## src/hdl/glc_ram.sv

```systemverilog
`timescale 1ns / 1ps
// ============================================================================
// glc_ram
// Generic simple dual-port RAM: one write port, one registered read port.
// ============================================================================
module glc_ram #(
    parameter int WIDTH = 8,
    parameter int DEPTH = 16
) (
    input  logic                     i_clk,
    input  logic                     i_wr_en,
    input  logic [$clog2(DEPTH)-1:0] i_wr_addr,
    input  logic [WIDTH-1:0]         i_wr_data,
    input  logic [$clog2(DEPTH)-1:0] i_rd_addr,
    output logic [WIDTH-1:0]         o_rd_data
);

    logic [WIDTH-1:0] r_mem [DEPTH];
    logic [WIDTH-1:0] r_rd_data;

    always_ff @(posedge i_clk) begin
        if (i_wr_en) begin
            r_mem[i_wr_addr] <= i_wr_data;
        end
        r_rd_data <= r_mem[i_rd_addr];
    end

    assign o_rd_data = r_rd_data;

endmodule

```

## config.mk

```make
export PLATFORM = sky130hd
export DESIGN_NAME = glc_ram
export DESIGN_NICKNAME = d
export VERILOG_FILES = /design/src/hdl/glc_ram.sv
export SDC_FILE = /design/constraint.sdc
export NUM_CORES = 1
export LEC_CHECK = 0
export BUFFER_PORTS_ARGS = -buffer_cell sky130_fd_sc_hd__buf_2
export CAP_MARGIN = 40
export CORE_UTILIZATION = 35
export DETAILED_ROUTE_END_ITERATION = 7
export PLACE_DENSITY = 0.55
export SETUP_SLACK_MARGIN = 0.5
export SLEW_MARGIN = 20
export SYNTH_ARGS = -nofsm -noshare
export SYNTH_HDL_FRONTEND = slang
export SYNTH_SLANG_ARGS = --single-unit
```

## constraint.sdc

```tcl
create_clock -name i_clk -period 2.43 [get_ports i_clk]
set_input_delay 0.243 -clock i_clk [delete_from_list [all_inputs] [get_ports i_clk]]
set_output_delay 0.243 -clock i_clk [all_outputs]
set_load 0.05 [all_outputs]
```

==> Word level (Yosys, flattened, before mapping) <==
Memories as Yosys holds them, arrays and structs flattened. A register that Yosys moved wholly into a read port is not among the register bits.
Index checks and enable logic that the tools add are counted.
{ "word_totals": {"regBits": 0, "latchBits": 0, "ram_bits": 128, "rom_bits": 0, "in_bits": 18, "out_inout_bits": 8, "wordCells": 3, "memories": 1} }
{ "memory_table": {"columns": ["name", "depth", "width", "rd", "rd_clocked_by_memory_dff", "wr", "line", "text"], "rows": [
  ["r_mem", 16, 8, 1, 1, 1, "18", "logic [WIDTH-1:0] r_mem [DEPTH];"]
]} }
{ "op_classes": {"add_sub_neg": 0, "multipliers": 0, "div": 0, "n_lt_le_gt_ge": 0, "n_eq_ne": 0, "shifts": 0, "mux": 2, "n_bitwise": 0, "n_reduce_logical": 0} }
{ "ops": {"columns": ["cell", "count"], "rows": [
  ["two-way mux 1 bit", 2]
]} }

==> Logic depth before layout (Yosys ltp) <==
Gate-level depths: netlist (run 1).
{ "depth": {"depth_word": 2, "mapped_depth": 5, "ltp_nobuf": 3} }

==> Worst setup path before layout (run 1) <==
No wires, ideal clock.
{ "synth_timing": {"kind": "in2reg", "startpoint": "input i_wr_addr[2]", "endpoint": "memory r_mem[0][0] (enable)", "setup_time_ns": 0.383, "arrival_ns": 1.353, "required_ns": 2.047, "setup_slack_ns": 0.694, "path_stages": 2, "n_path_buf": 0, "cell_sequence": "or3b_2 -> nor3_1"} }
{ "synth_rtl": {"columns": ["element", "line", "text"], "rows": [
  ["start: declaration", "12", "input logic [$clog2(DEPTH)-1:0] i_wr_addr,"],
  ["end: declaration", "18", null]
]} }
Straight into the memory's write port.

==> run metrics, run 1 <==
core region area=14100 um2; maximum VDD drop=0.000383 V; total stage count of the critical path=3; filler instances=1239; number of gates resized after CTS=0; number of routed nets with antenna violations=0; GPL Wtd Cong=0.708; CP max FO=1; count of port buffers added during placement=25; post-synth net total=247; kind of cell adding the most delay to the critical path=multiplexers; sinks on the clock net=136; P_leak=2.05 nW; top cells by area in the synthesized netlist=sky130_fd_sc_hd__edfxtp_1, sky130_fd_sc_hd__mux4_2, sky130_fd_sc_hd__mux4_1; register-to-register setup slack=1070 ps; slew of the pin with the lowest slew margin=726 ps; Achievable Freq=737 MHz; share of flip-flops with an asynchronous set or reset after synthesis=0%; parity-gate share of the synthesized area counting xor and xnor cells=0%; vias in the first global route=2541; RSZ-0062 raised after global routing=false; post-cts hold buffer count=0; number of warning messages in the yosys log=0; relative max-transition margin=51.4%; fin crit period=1360 ps; most common cell after layout, fill and taps aside=sky130_fd_sc_hd__edfxtp_1; main combinational cell family by area after synthesis=multiplexers; fraction of final layout cells sized beyond drive strength 1=29.4%; half-perimeter wire length after detailed placement=6160 um; pin count of the biggest net entering global routing=33; gr usage total=14.8%; total power consumption of the routed design=5.19 mW; CP Buf/Inv Count=0; Final Cycle Share=55.8%; TritonCTS clock tree=done; final hold violation count=0; category of the worst setup path capture point=flip-flop; Crit. Startpoint=r_mem[8][4]$_DFFE_PP_; Max-Cap Viols=0; Distinct cells, synth=19; wirelength, routed=9780 um; Slowest-stage cell, CP=sky130_fd_sc_hd__mux4_1; iteration-0 DRC count of the detailed router=152; setup-violating endpoint count in the final report=0; worst clock skew=5.31 ps; data arrival time of the critical path=1640 ps; endpoint of the worst setup timing path=o_rd_data[4]$_DFF_P_; DRC=0; first-pass GRT wire length=15100 um; number of antenna violations at the first check in global routing=2; clock latency reported for the late side of the worst-skew pair=410 ps; post-CTS setup buffer count=0; worst r2r src=r_mem[8][4]$_DFFE_PP_; synthesized instance count=229; H-tree lvl count=4; Max clock buf depth=2; FF-to-FF End=o_rd_data[4]$_DFF_P_; share of synthesized area occupied by flip-flops and latches=77.8%; top cell type by total area after synthesis=sky130_fd_sc_hd__edfxtp_1; area growth from synthesis to layout=18.3%; simple-gate portion of the synthesized area=3.18%; Std-Cell Rows=43; launching element type of the critical path=flip-flop; vias per std cell=4.98; number of synthesized flops with an enable pin=128; critical path required time=2720 ps; main flop type after synthesis=sky130_fd_sc_hd__edfxtp_1; boundary pin count=26; worst min-delay path class=in -> reg; slowest cell delay on critical path=490 ps; outcome=completed; startpoint-to-endpoint class of the critical path=reg -> reg; Netlist Area Pre-Place=5150 um2; nets=300; share of the core filled with cells in the final layout=43.2%; Yosys reg bits=136; share of Yosys cell area claimed by the top area cell type=74.7%; CTS Buf Count=17; root buffer cell=sky130_fd_sc_hd__clkbuf_16; height of the die=123 um; initial cell density of the core=36.5%; per-cell routed wire length=20.6 um; fin. max-slew vios=0; cell count of the worst reg-to-reg path=3; total negative slack=0 ps; Avg Inst Size Synth=22.5 um2; complex-gate fraction of the synthesized area=2.33%; count of TritonRoute iterations in the first routing pass=4; via count of the routed design=2366; power per cell area=852 nW/um2; Remaining Overflow, GRT=0; leading cell types in the layout, fill and taps excluded=sky130_fd_sc_hd__edfxtp_1, sky130_fd_sc_hd__buf_2, sky130_fd_sc_hd__mux4_2, sky130_fd_sc_hd__buf_4, sky130_fd_sc_hd__clkbuf_16; chip width=123 um; floorplan die area=15200 um2; cells traversed along the worst timing path=mux4_1 -> a22oi_1 -> nand2_1; share of synthesized area spent on multiplexers=15.0%; share of synthesized cell area in full adder, half adder and majority cells=0%; clock slew at reported path FFs=50 ps
-- Yosys cell counts (2+ instances only) --
master / instances
sky130_fd_sc_hd__nand2b_1: 2
sky130_fd_sc_hd__mux4_1: 14
sky130_fd_sc_hd__nor3_1: 4
sky130_fd_sc_hd__mux4_2: 18
sky130_fd_sc_hd__nand3b_1: 2
sky130_fd_sc_hd__nand2_1: 9
sky130_fd_sc_hd__nor2_1: 13
sky130_fd_sc_hd__clkdlybuf4s25_2: 3
sky130_fd_sc_hd__edfxtp_1: 128
sky130_fd_sc_hd__buf_6: 3
sky130_fd_sc_hd__dfxtp_1: 8
sky130_fd_sc_hd__a22oi_1: 16
sky130_fd_sc_hd__buf_2: 3
-- power breakdown --
| part | internal, mW | total [mW] | switching (mW) |
|---|---|---|---|
| sequential | 2.63 | 2.64 | 0.0161 |
| clock | 1.41 | 2.26 | 0.848 |
| combinational | 0.104 | 0.288 | 0.185 |
-- worst min path at each step --
stage            startpoint  cells past startpoint                     end
2_1_floorplan  i_wr_data[0]                      0   r_mem[0][0]$_DFFE_PP_
3_3_place_gp   i_wr_data[1]                      1   r_mem[5][1]$_DFFE_PP_
3_5_place_dp   i_wr_data[1]                      1   r_mem[4][1]$_DFFE_PP_
4_1_cts        i_wr_data[1]                      1  r_mem[15][1]$_DFFE_PP_
5_1_grt        i_wr_data[5]                      1   r_mem[8][5]$_DFFE_PP_
6_report       i_wr_data[1]                      1   r_mem[6][1]$_DFFE_PP_
-- cells by family after synthesis --
group	Yosys count
buffers and inverters	10
AOI/OAI and AO/OA	16
and+or+nand+nor	35
muxes	32
DFF	136
-- registers in the layout (all words and copies together) (netlist names) --
| register | flops |
|---|---|
| o_rd_data | 8 |
| r_mem | 128 |
-- worst register-to-register path, stage by stage (launching register included) --
cell and delay [ps]:
sky130_fd_sc_hd__edfxtp_1 360, sky130_fd_sc_hd__mux4_1 490, sky130_fd_sc_hd__a22oi_1 290, sky130_fd_sc_hd__nand2_1 90
-- metrics by stage --
step	hold WS (ps)	instances	area [um2]	setup slack [ps]
6_report	218	475	6090	1070
5_1_grt	214	473	6080	1030
4_1_cts	208	473	6080	1040
3_5_place_dp	643	443	5570	688
3_3_place_gp	631	443	5570	695
2_1_floorplan	342	229	5150	694
-- layout make-up --
class	count	area (um2)	share of cell area, %
well taps	180	225	3.70
diodes	2	5.00	0.0822
clock buffers	24	462	7.58
clock inverters	6	53.8	0.884
flip-flops and latches	136	4000	65.8
repair buffers	44	280	4.60
multi-input cells	83	1060	17.4
-- metal layers --
layer,track usage (%),vias up,routed length (um)
met5,0,-,0
met4,6.48,0,151
met3,5.44,14,486
met2,22.2,51,4650
met1,19.3,1221,4490
li1,-,1080,-
Power figures use the tool's default switching activity.
==> inputs of run 2 (changes only) <==
- clock period: 2.43 -> 1.4 ns (I/O delays scaled with it)
==> run metrics, run 2 (synthesized netlist as in run 1, its figures left out) <==
outcome=completed (unchanged); critical path required time=1680 ps (was 2720 ps); relative max-transition margin=68.4% (was 51.4%); first-pass GRT wire length=15600 um (was 15100 um); RSZ-0062 raised after global routing=true (was false); Std-Cell Rows=43 (unchanged); number of antenna violations at the first check in global routing=1 (was 2); area growth from synthesis to layout=29.4% (was 18.3%); total negative slack=0 ps (unchanged); iteration-0 DRC count of the detailed router=243 (was 152); final hold violation count=0 (unchanged); Achievable Freq=791 MHz (was 737 MHz); nets=311 (was 300); setup-violating endpoint count in the final report=0 (unchanged); CP max FO=1 (unchanged); launching element type of the critical path=flip-flop (unchanged); CTS Buf Count=17 (unchanged); TritonCTS clock tree=done (unchanged); initial cell density of the core=36.5% (unchanged); post-cts hold buffer count=0 (unchanged); leading cell types in the layout, fill and taps excluded=sky130_fd_sc_hd__edfxtp_1, sky130_fd_sc_hd__mux4_2, sky130_fd_sc_hd__clkbuf_16, sky130_fd_sc_hd__buf_12, sky130_fd_sc_hd__buf_2 (was sky130_fd_sc_hd__edfxtp_1, sky130_fd_sc_hd__buf_2, sky130_fd_sc_hd__mux4_2, sky130_fd_sc_hd__buf_4, sky130_fd_sc_hd__clkbuf_16); Internal Dissipation=7.64 mW (was 4.14 mW); vias in the first global route=2639 (was 2541); Max clock buf depth=2 (unchanged); fraction of final layout cells sized beyond drive strength 1=49.0% (was 29.4%); Slowest-stage cell, CP=sky130_fd_sc_hd__mux4_2 (was sky130_fd_sc_hd__mux4_1); setup slack at placement=-201 ps (was 688 ps); vias per std cell=5.06 (was 4.98); floorplan die area=15200 um2 (unchanged); Final WS setup=136 ps (was 1070 ps); pin count of the biggest net entering global routing=21 (was 33); most common cell after layout, fill and taps aside=sky130_fd_sc_hd__edfxtp_1 (unchanged); worst clock skew=7.12 ps (was 5.31 ps); logic gate share of total power=7.0% (was 5.6%); worst min-delay path class=in -> reg (unchanged); via count of the routed design=2457 (was 2366); sinks on the clock net=136 (unchanged); cells traversed along the worst timing path=mux4_2 -> a22oi_2 -> nand2_1 (was mux4_1 -> a22oi_1 -> nand2_1); switching share of total power=20.6% (was 20.2%); total power consumption of the routed design=9.61 mW (was 5.19 mW); number of diodes added for antenna fixing=0 (was 2); fin. max-slew vios=0 (unchanged); Remaining Overflow, GRT=0 (unchanged); Crit. Startpoint=r_mem[4][4]$_DFFE_PP_ (was r_mem[8][4]$_DFFE_PP_); DRC=0 (unchanged); clock latency reported for the late side of the worst-skew pair=400 ps (was 410 ps); slew of the pin with the lowest slew margin=474 ps (was 726 ps); number of routed nets with antenna violations=0 (unchanged); category of the worst setup path capture point=flip-flop (unchanged); Final Cycle Share=90.3% (was 55.8%); H-tree lvl count=4 (unchanged); fin crit period=1260 ps (was 1360 ps); share of the core filled with cells in the final layout=47.2% (was 43.2%); wirelength, routed=10000 um (was 9780 um); share of total power in sequential cells=47.8% (was 50.9%); data arrival time of the critical path=1550 ps (was 1640 ps); count of TritonRoute iterations in the first routing pass=5 (was 4); core region area=14100 um2 (unchanged); Largest register FFs=128 (unchanged); kind of cell adding the most delay to the critical path=multiplexers (unchanged); half-perimeter wire length after detailed placement=6690 um (was 6160 um); slowest cell delay on critical path=510 ps (was 490 ps); CP Buf/Inv Count=0 (unchanged); maximum VDD drop=0.000901 V (was 0.000383 V); clock slew at reported path FFs=60 ps (was 50 ps); sw power=1.98 mW (was 1.05 mW); chip width=123 um (unchanged); per-cell routed wire length=20.6 um (about the same); height of the die=123 um (unchanged); Max-Cap Viols=0 (unchanged); boundary pin count=26 (unchanged); gr usage total=15.1% (was 14.8%); worst r2r src=r_mem[4][4]$_DFFE_PP_ (was r_mem[8][4]$_DFFE_PP_); count of port buffers added during placement=25 (unchanged); Hold Path Origin=i_wr_data[5] (was i_wr_data[1]); power per cell area=1440 nW/um2 (was 852 nW/um2); root buffer cell=sky130_fd_sc_hd__clkbuf_16 (unchanged); clock network power share=45.2% (was 43.5%); final non-filler cell total=486 (was 475); placed cell count=446 (was 443); GPL Wtd Cong=0.699 (was 0.708); P_leak=2.18 nW (was 2.05 nW); Largest Register=r_mem (unchanged); startpoint-to-endpoint class of the critical path=reg -> reg (unchanged)
[run 2: path summary, 6_finish.rpt]
path	end	slack [ps]	cells past startpoint
worst max-delay path	o_rd_data[4]$_DFF_P_	140	3
worst min-delay path	r_mem[14][5]$_DFFE_PP_	120	1
worst max register to register	o_rd_data[4]$_DFF_P_	140	3
worst min register to register	o_rd_data[6]$_DFF_P_	680	3
[run 2: cell type report]
cell class / count / area [um2]
clock inverters: 14 / 158
repair buffers: 55 / 659
well taps: 180 / 225
fillers: 1169 / 7440
flip-flops and latches: 136 / 4010
clock buffers: 18 / 429
multi-input cells: 83 / 1170
[run 2: worst register-to-register path, stage by stage, from the launching register on]
cell                       delay [ps]
sky130_fd_sc_hd__edfxtp_1         370
sky130_fd_sc_hd__mux4_2           510
sky130_fd_sc_hd__a22oi_2          190
sky130_fd_sc_hd__nand2_1           80
[run 2: power by group through the flow]
| stage | Combinational, mW | Clock, mW | Sequential, mW |
|---|---|---|---|
| after global routing | 0.717 | 4.62 | 4.61 |
| after CTS | 0.669 | 4.43 | 4.60 |
| after floorplan | 0.274 | 0 | 4.75 |
| after detailed placement | 0.598 | 0 | 4.67 |
| after global placement | 0.592 | 0 | 4.67 |
| final | 0.672 | 4.34 | 4.60 |
[run 2: metrics by stage]
stage / hold slack, ps / cell area, um2
after detailed placement: 538 / 5830
after CTS: 98.5 / 6610
after global placement: 534 / 5830
after floorplan: 239 / 5270
final: 119 / 6660
after global routing: 118 / 6660
[run 2: metal layers]
layer  up-vias  global-route usage [%]  wire, um  share of wire (%)
li1       1089                       -         -                  -
met1      1282                    19.6      4260                 43
met2        71                    23.7      4930                 49
met3        13                    4.70       652                6.5
met4         2                    5.65       142                1.4
met5         -                       0        13               0.13
[run 2: repair_timing]
action	4_1_cts	5_1_grt
endpoints found under the setup margin	71	40
gates cloned	0	0
pin swaps	8	1
hold endpoints to repair	0	0
resized for setup	35	7
buffers inserted	5	1
==> inputs of run 3 (changes only) <==
- CORE_UTILIZATION: 35 -> 50
- PLACE_DENSITY: 0.55 -> 0.72
==> run metrics, run 3 (synthesized netlist as in run 1, its figures left out) <==
sw power=2.05 mW (was 1.98 mW); initial cell density of the core=52.2% (was 36.5%); kind of cell adding the most delay to the critical path=multiplexers (unchanged); CP Buf/Inv Count=0 (unchanged); height of the die=103 um (was 123 um); P_leak=2.18 nW (about the same); share of the core filled with cells in the final layout=66.3% (was 47.2%); Achievable Freq=760 MHz (was 791 MHz); area occupied by registers=4020 um2 (was 4010 um2); power per cell area=1480 nW/um2 (was 1440 nW/um2); area growth from synthesis to layout=27.1% (was 29.4%); gr usage total=22.0% (was 15.1%); most common cell after layout, fill and taps aside=sky130_fd_sc_hd__edfxtp_1 (unchanged); wirelength, routed=10200 um (was 10000 um); clock latency reported for the late side of the worst-skew pair=520 ps (was 400 ps); fin crit period=1320 ps (was 1260 ps); fraction of final layout cells sized beyond drive strength 1=49.8% (was 49.0%); launching element type of the critical path=flip-flop (unchanged); Internal Dissipation=7.63 mW (was 7.64 mW); per-cell routed wire length=23.0 um (was 20.6 um); filler instances=629 (was 1169); fin. max-slew vios=0 (unchanged); data arrival time of the critical path=1710 ps (was 1550 ps); setup-violating endpoint count in the final report=0 (unchanged); Max-Cap Viols=0 (unchanged); count of port buffers added during placement=25 (unchanged); via count of the routed design=2517 (was 2457); half-perimeter wire length after detailed placement=6670 um (was 6690 um); share of total power in sequential cells=47.6% (was 47.8%); startpoint-to-endpoint class of the critical path=reg -> reg (unchanged); switching share of total power=21.2% (was 20.6%); Max clock buf depth=2 (unchanged); RSZ-0062 raised after global routing=true (unchanged); outcome=completed (unchanged); Final Cycle Share=94.0% (was 90.3%); relative max-transition margin=46.8% (was 68.4%); clock network power share=45.5% (was 45.2%); vias per std cell=5.67 (was 5.06); met1 layer wirelength in the final routing=4140 um (was 4260 um); clock slew at reported path FFs=60 ps (about the same); logic gate share of total power=6.9% (was 7.0%); category of the worst setup path capture point=flip-flop (unchanged); number of diodes added for antenna fixing=0 (unchanged); GPL Wtd Cong=0.759 (was 0.699); slowest cell delay on critical path=520 ps (was 510 ps); DRC=0 (unchanged); maximum VDD drop=0.000714 V (was 0.000901 V); pin count of the biggest net entering global routing=18 (was 21); Remaining Overflow, GRT=0 (unchanged); worst clock skew=10.2 ps (was 7.12 ps); count of TritonRoute iterations in the first routing pass=4 (was 5); number of routed nets with antenna violations=0 (unchanged); Slowest-stage cell, CP=sky130_fd_sc_hd__mux4_2 (unchanged); CP max FO=1 (unchanged); floorplan die area=10700 um2 (was 15200 um2); leading cell types in the layout, fill and taps excluded=sky130_fd_sc_hd__edfxtp_1, sky130_fd_sc_hd__mux4_2, sky130_fd_sc_hd__buf_4 (was sky130_fd_sc_hd__edfxtp_1, sky130_fd_sc_hd__mux4_2, sky130_fd_sc_hd__clkbuf_16, sky130_fd_sc_hd__buf_12, sky130_fd_sc_hd__buf_2); H-tree lvl count=4 (unchanged); slew of the pin with the lowest slew margin=797 ps (was 474 ps); vias in the first global route=2753 (was 2639); worst min-delay path class=in -> reg (unchanged); Largest Register=r_mem (unchanged); met2 wirelength from detailed routing=5450 um (was 4930 um); core region area=9860 um2 (was 14100 um2); critical path required time=1800 ps (was 1680 ps); multi-input gate area in the final layout=1180 um2 (was 1170 um2); final hold violation count=0 (unchanged); Detail Route met3 WL=540 um (was 652 um); Largest register FFs=128 (unchanged); boundary pin count=26 (unchanged); root buffer cell=sky130_fd_sc_hd__clkbuf_8 (was sky130_fd_sc_hd__clkbuf_16); number of antenna violations at the first check in global routing=0 (was 1); TritonCTS clock tree=done (unchanged); sinks on the clock net=136 (unchanged); CTS Buf Count=17 (unchanged); iteration-0 DRC count of the detailed router=149 (was 243); Std-Cell Rows=36 (was 43); cells traversed along the worst timing path=mux4_2 -> a22oi_2 -> nand2_1 (unchanged); uppermost routed layer=met4 (was met5); nets=316 (was 311); post-route worst hold slack=10.8 ps (was 119 ps); first-pass GRT wire length=15500 um (was 15600 um); chip width=103 um (was 123 um)
[run 3: cell count changes in the layout (fill, tap and decap cells not counted), sizes merged]
cell,delta
clkinv,-3
dlygate4sd3,+5
inv,+2
clkbuf,+1
[run 3: stage by stage]
stage / instance area, um2 / TNS, ps / std cells / worst slack (ps) / total power, mW
final: 6540 / 0 / 444 / 83.5 / 9.68
after global routing: 6540 / 0 / 444 / 66.7 / 9.96
after CTS: 6490 / 0 / 442 / 113 / 9.71
after detailed placement: 5740 / -769 / 406 / -139 / 5.26
after global placement: 5740 / -677 / 406 / -132 / 5.24
after floorplan: 5270 / 0 / 229 / 157 / 5.03
[run 3: power by group through the flow]
stage / Clock (mW) / Combinational (mW) / Sequential [mW]
after global routing: 4.64 / 0.717 / 4.61
after CTS: 4.45 / 0.660 / 4.60
after floorplan: 0 / 0.274 / 4.75
after detailed placement: 0 / 0.589 / 4.67
final: 4.40 / 0.673 / 4.60
after global placement: 0 / 0.575 / 4.66
[run 3: layout make-up]
cell class / count / share of cell area, %
clock buffer: 19 / 6.60
clock inverter: 13 / 2.60
multi-input combinational: 83 / 18.1
sequential: 136 / 61.5
tap: 133 / 2.54
timing repair buffer: 60 / 8.69
[run 3: worst register-to-register path: stages (launching register included)]
cell and delay (ps):
sky130_fd_sc_hd__edfxtp_1 410, sky130_fd_sc_hd__mux4_2 520, sky130_fd_sc_hd__a22oi_2 200, sky130_fd_sc_hd__nand2_1 80
[run 3: per-layer routing]
| layer | up-vias | global-route usage (%) |
|---|---|---|
| li1 | 1105 | - |
| met1 | 1333 | 27.8 |
| met2 | 73 | 35.7 |
| met3 | 6 | 6.45 |
| met4 | 0 | 9.64 |
| met5 | - | 0 |
[run 3: final timing paths]
check        cells past startpoint  slack (ps)              startpoint                    end
max                              3          80  r_mem[11][5]$_DFFE_PP_   o_rd_data[5]$_DFF_P_
min                              1          10            i_wr_data[2]  r_mem[8][2]$_DFFE_PP_
max reg2reg                      3          80  r_mem[11][5]$_DFFE_PP_   o_rd_data[5]$_DFF_P_
min reg2reg                      3         670   r_mem[6][3]$_DFFE_PP_   o_rd_data[3]$_DFF_P_
[run 3: what timing repair did]
| item | 4_1_cts | 5_1_grt |
|---|---|---|
| buffers inserted | 0 | 0 |
| pin swaps | 5 | 0 |
| setup endpoints to repair | 16 | 16 |
| hold buffers | 4 | 1 |
| resized for setup | 35 | 9 |
| hold endpoints to repair | 45 | 4 |
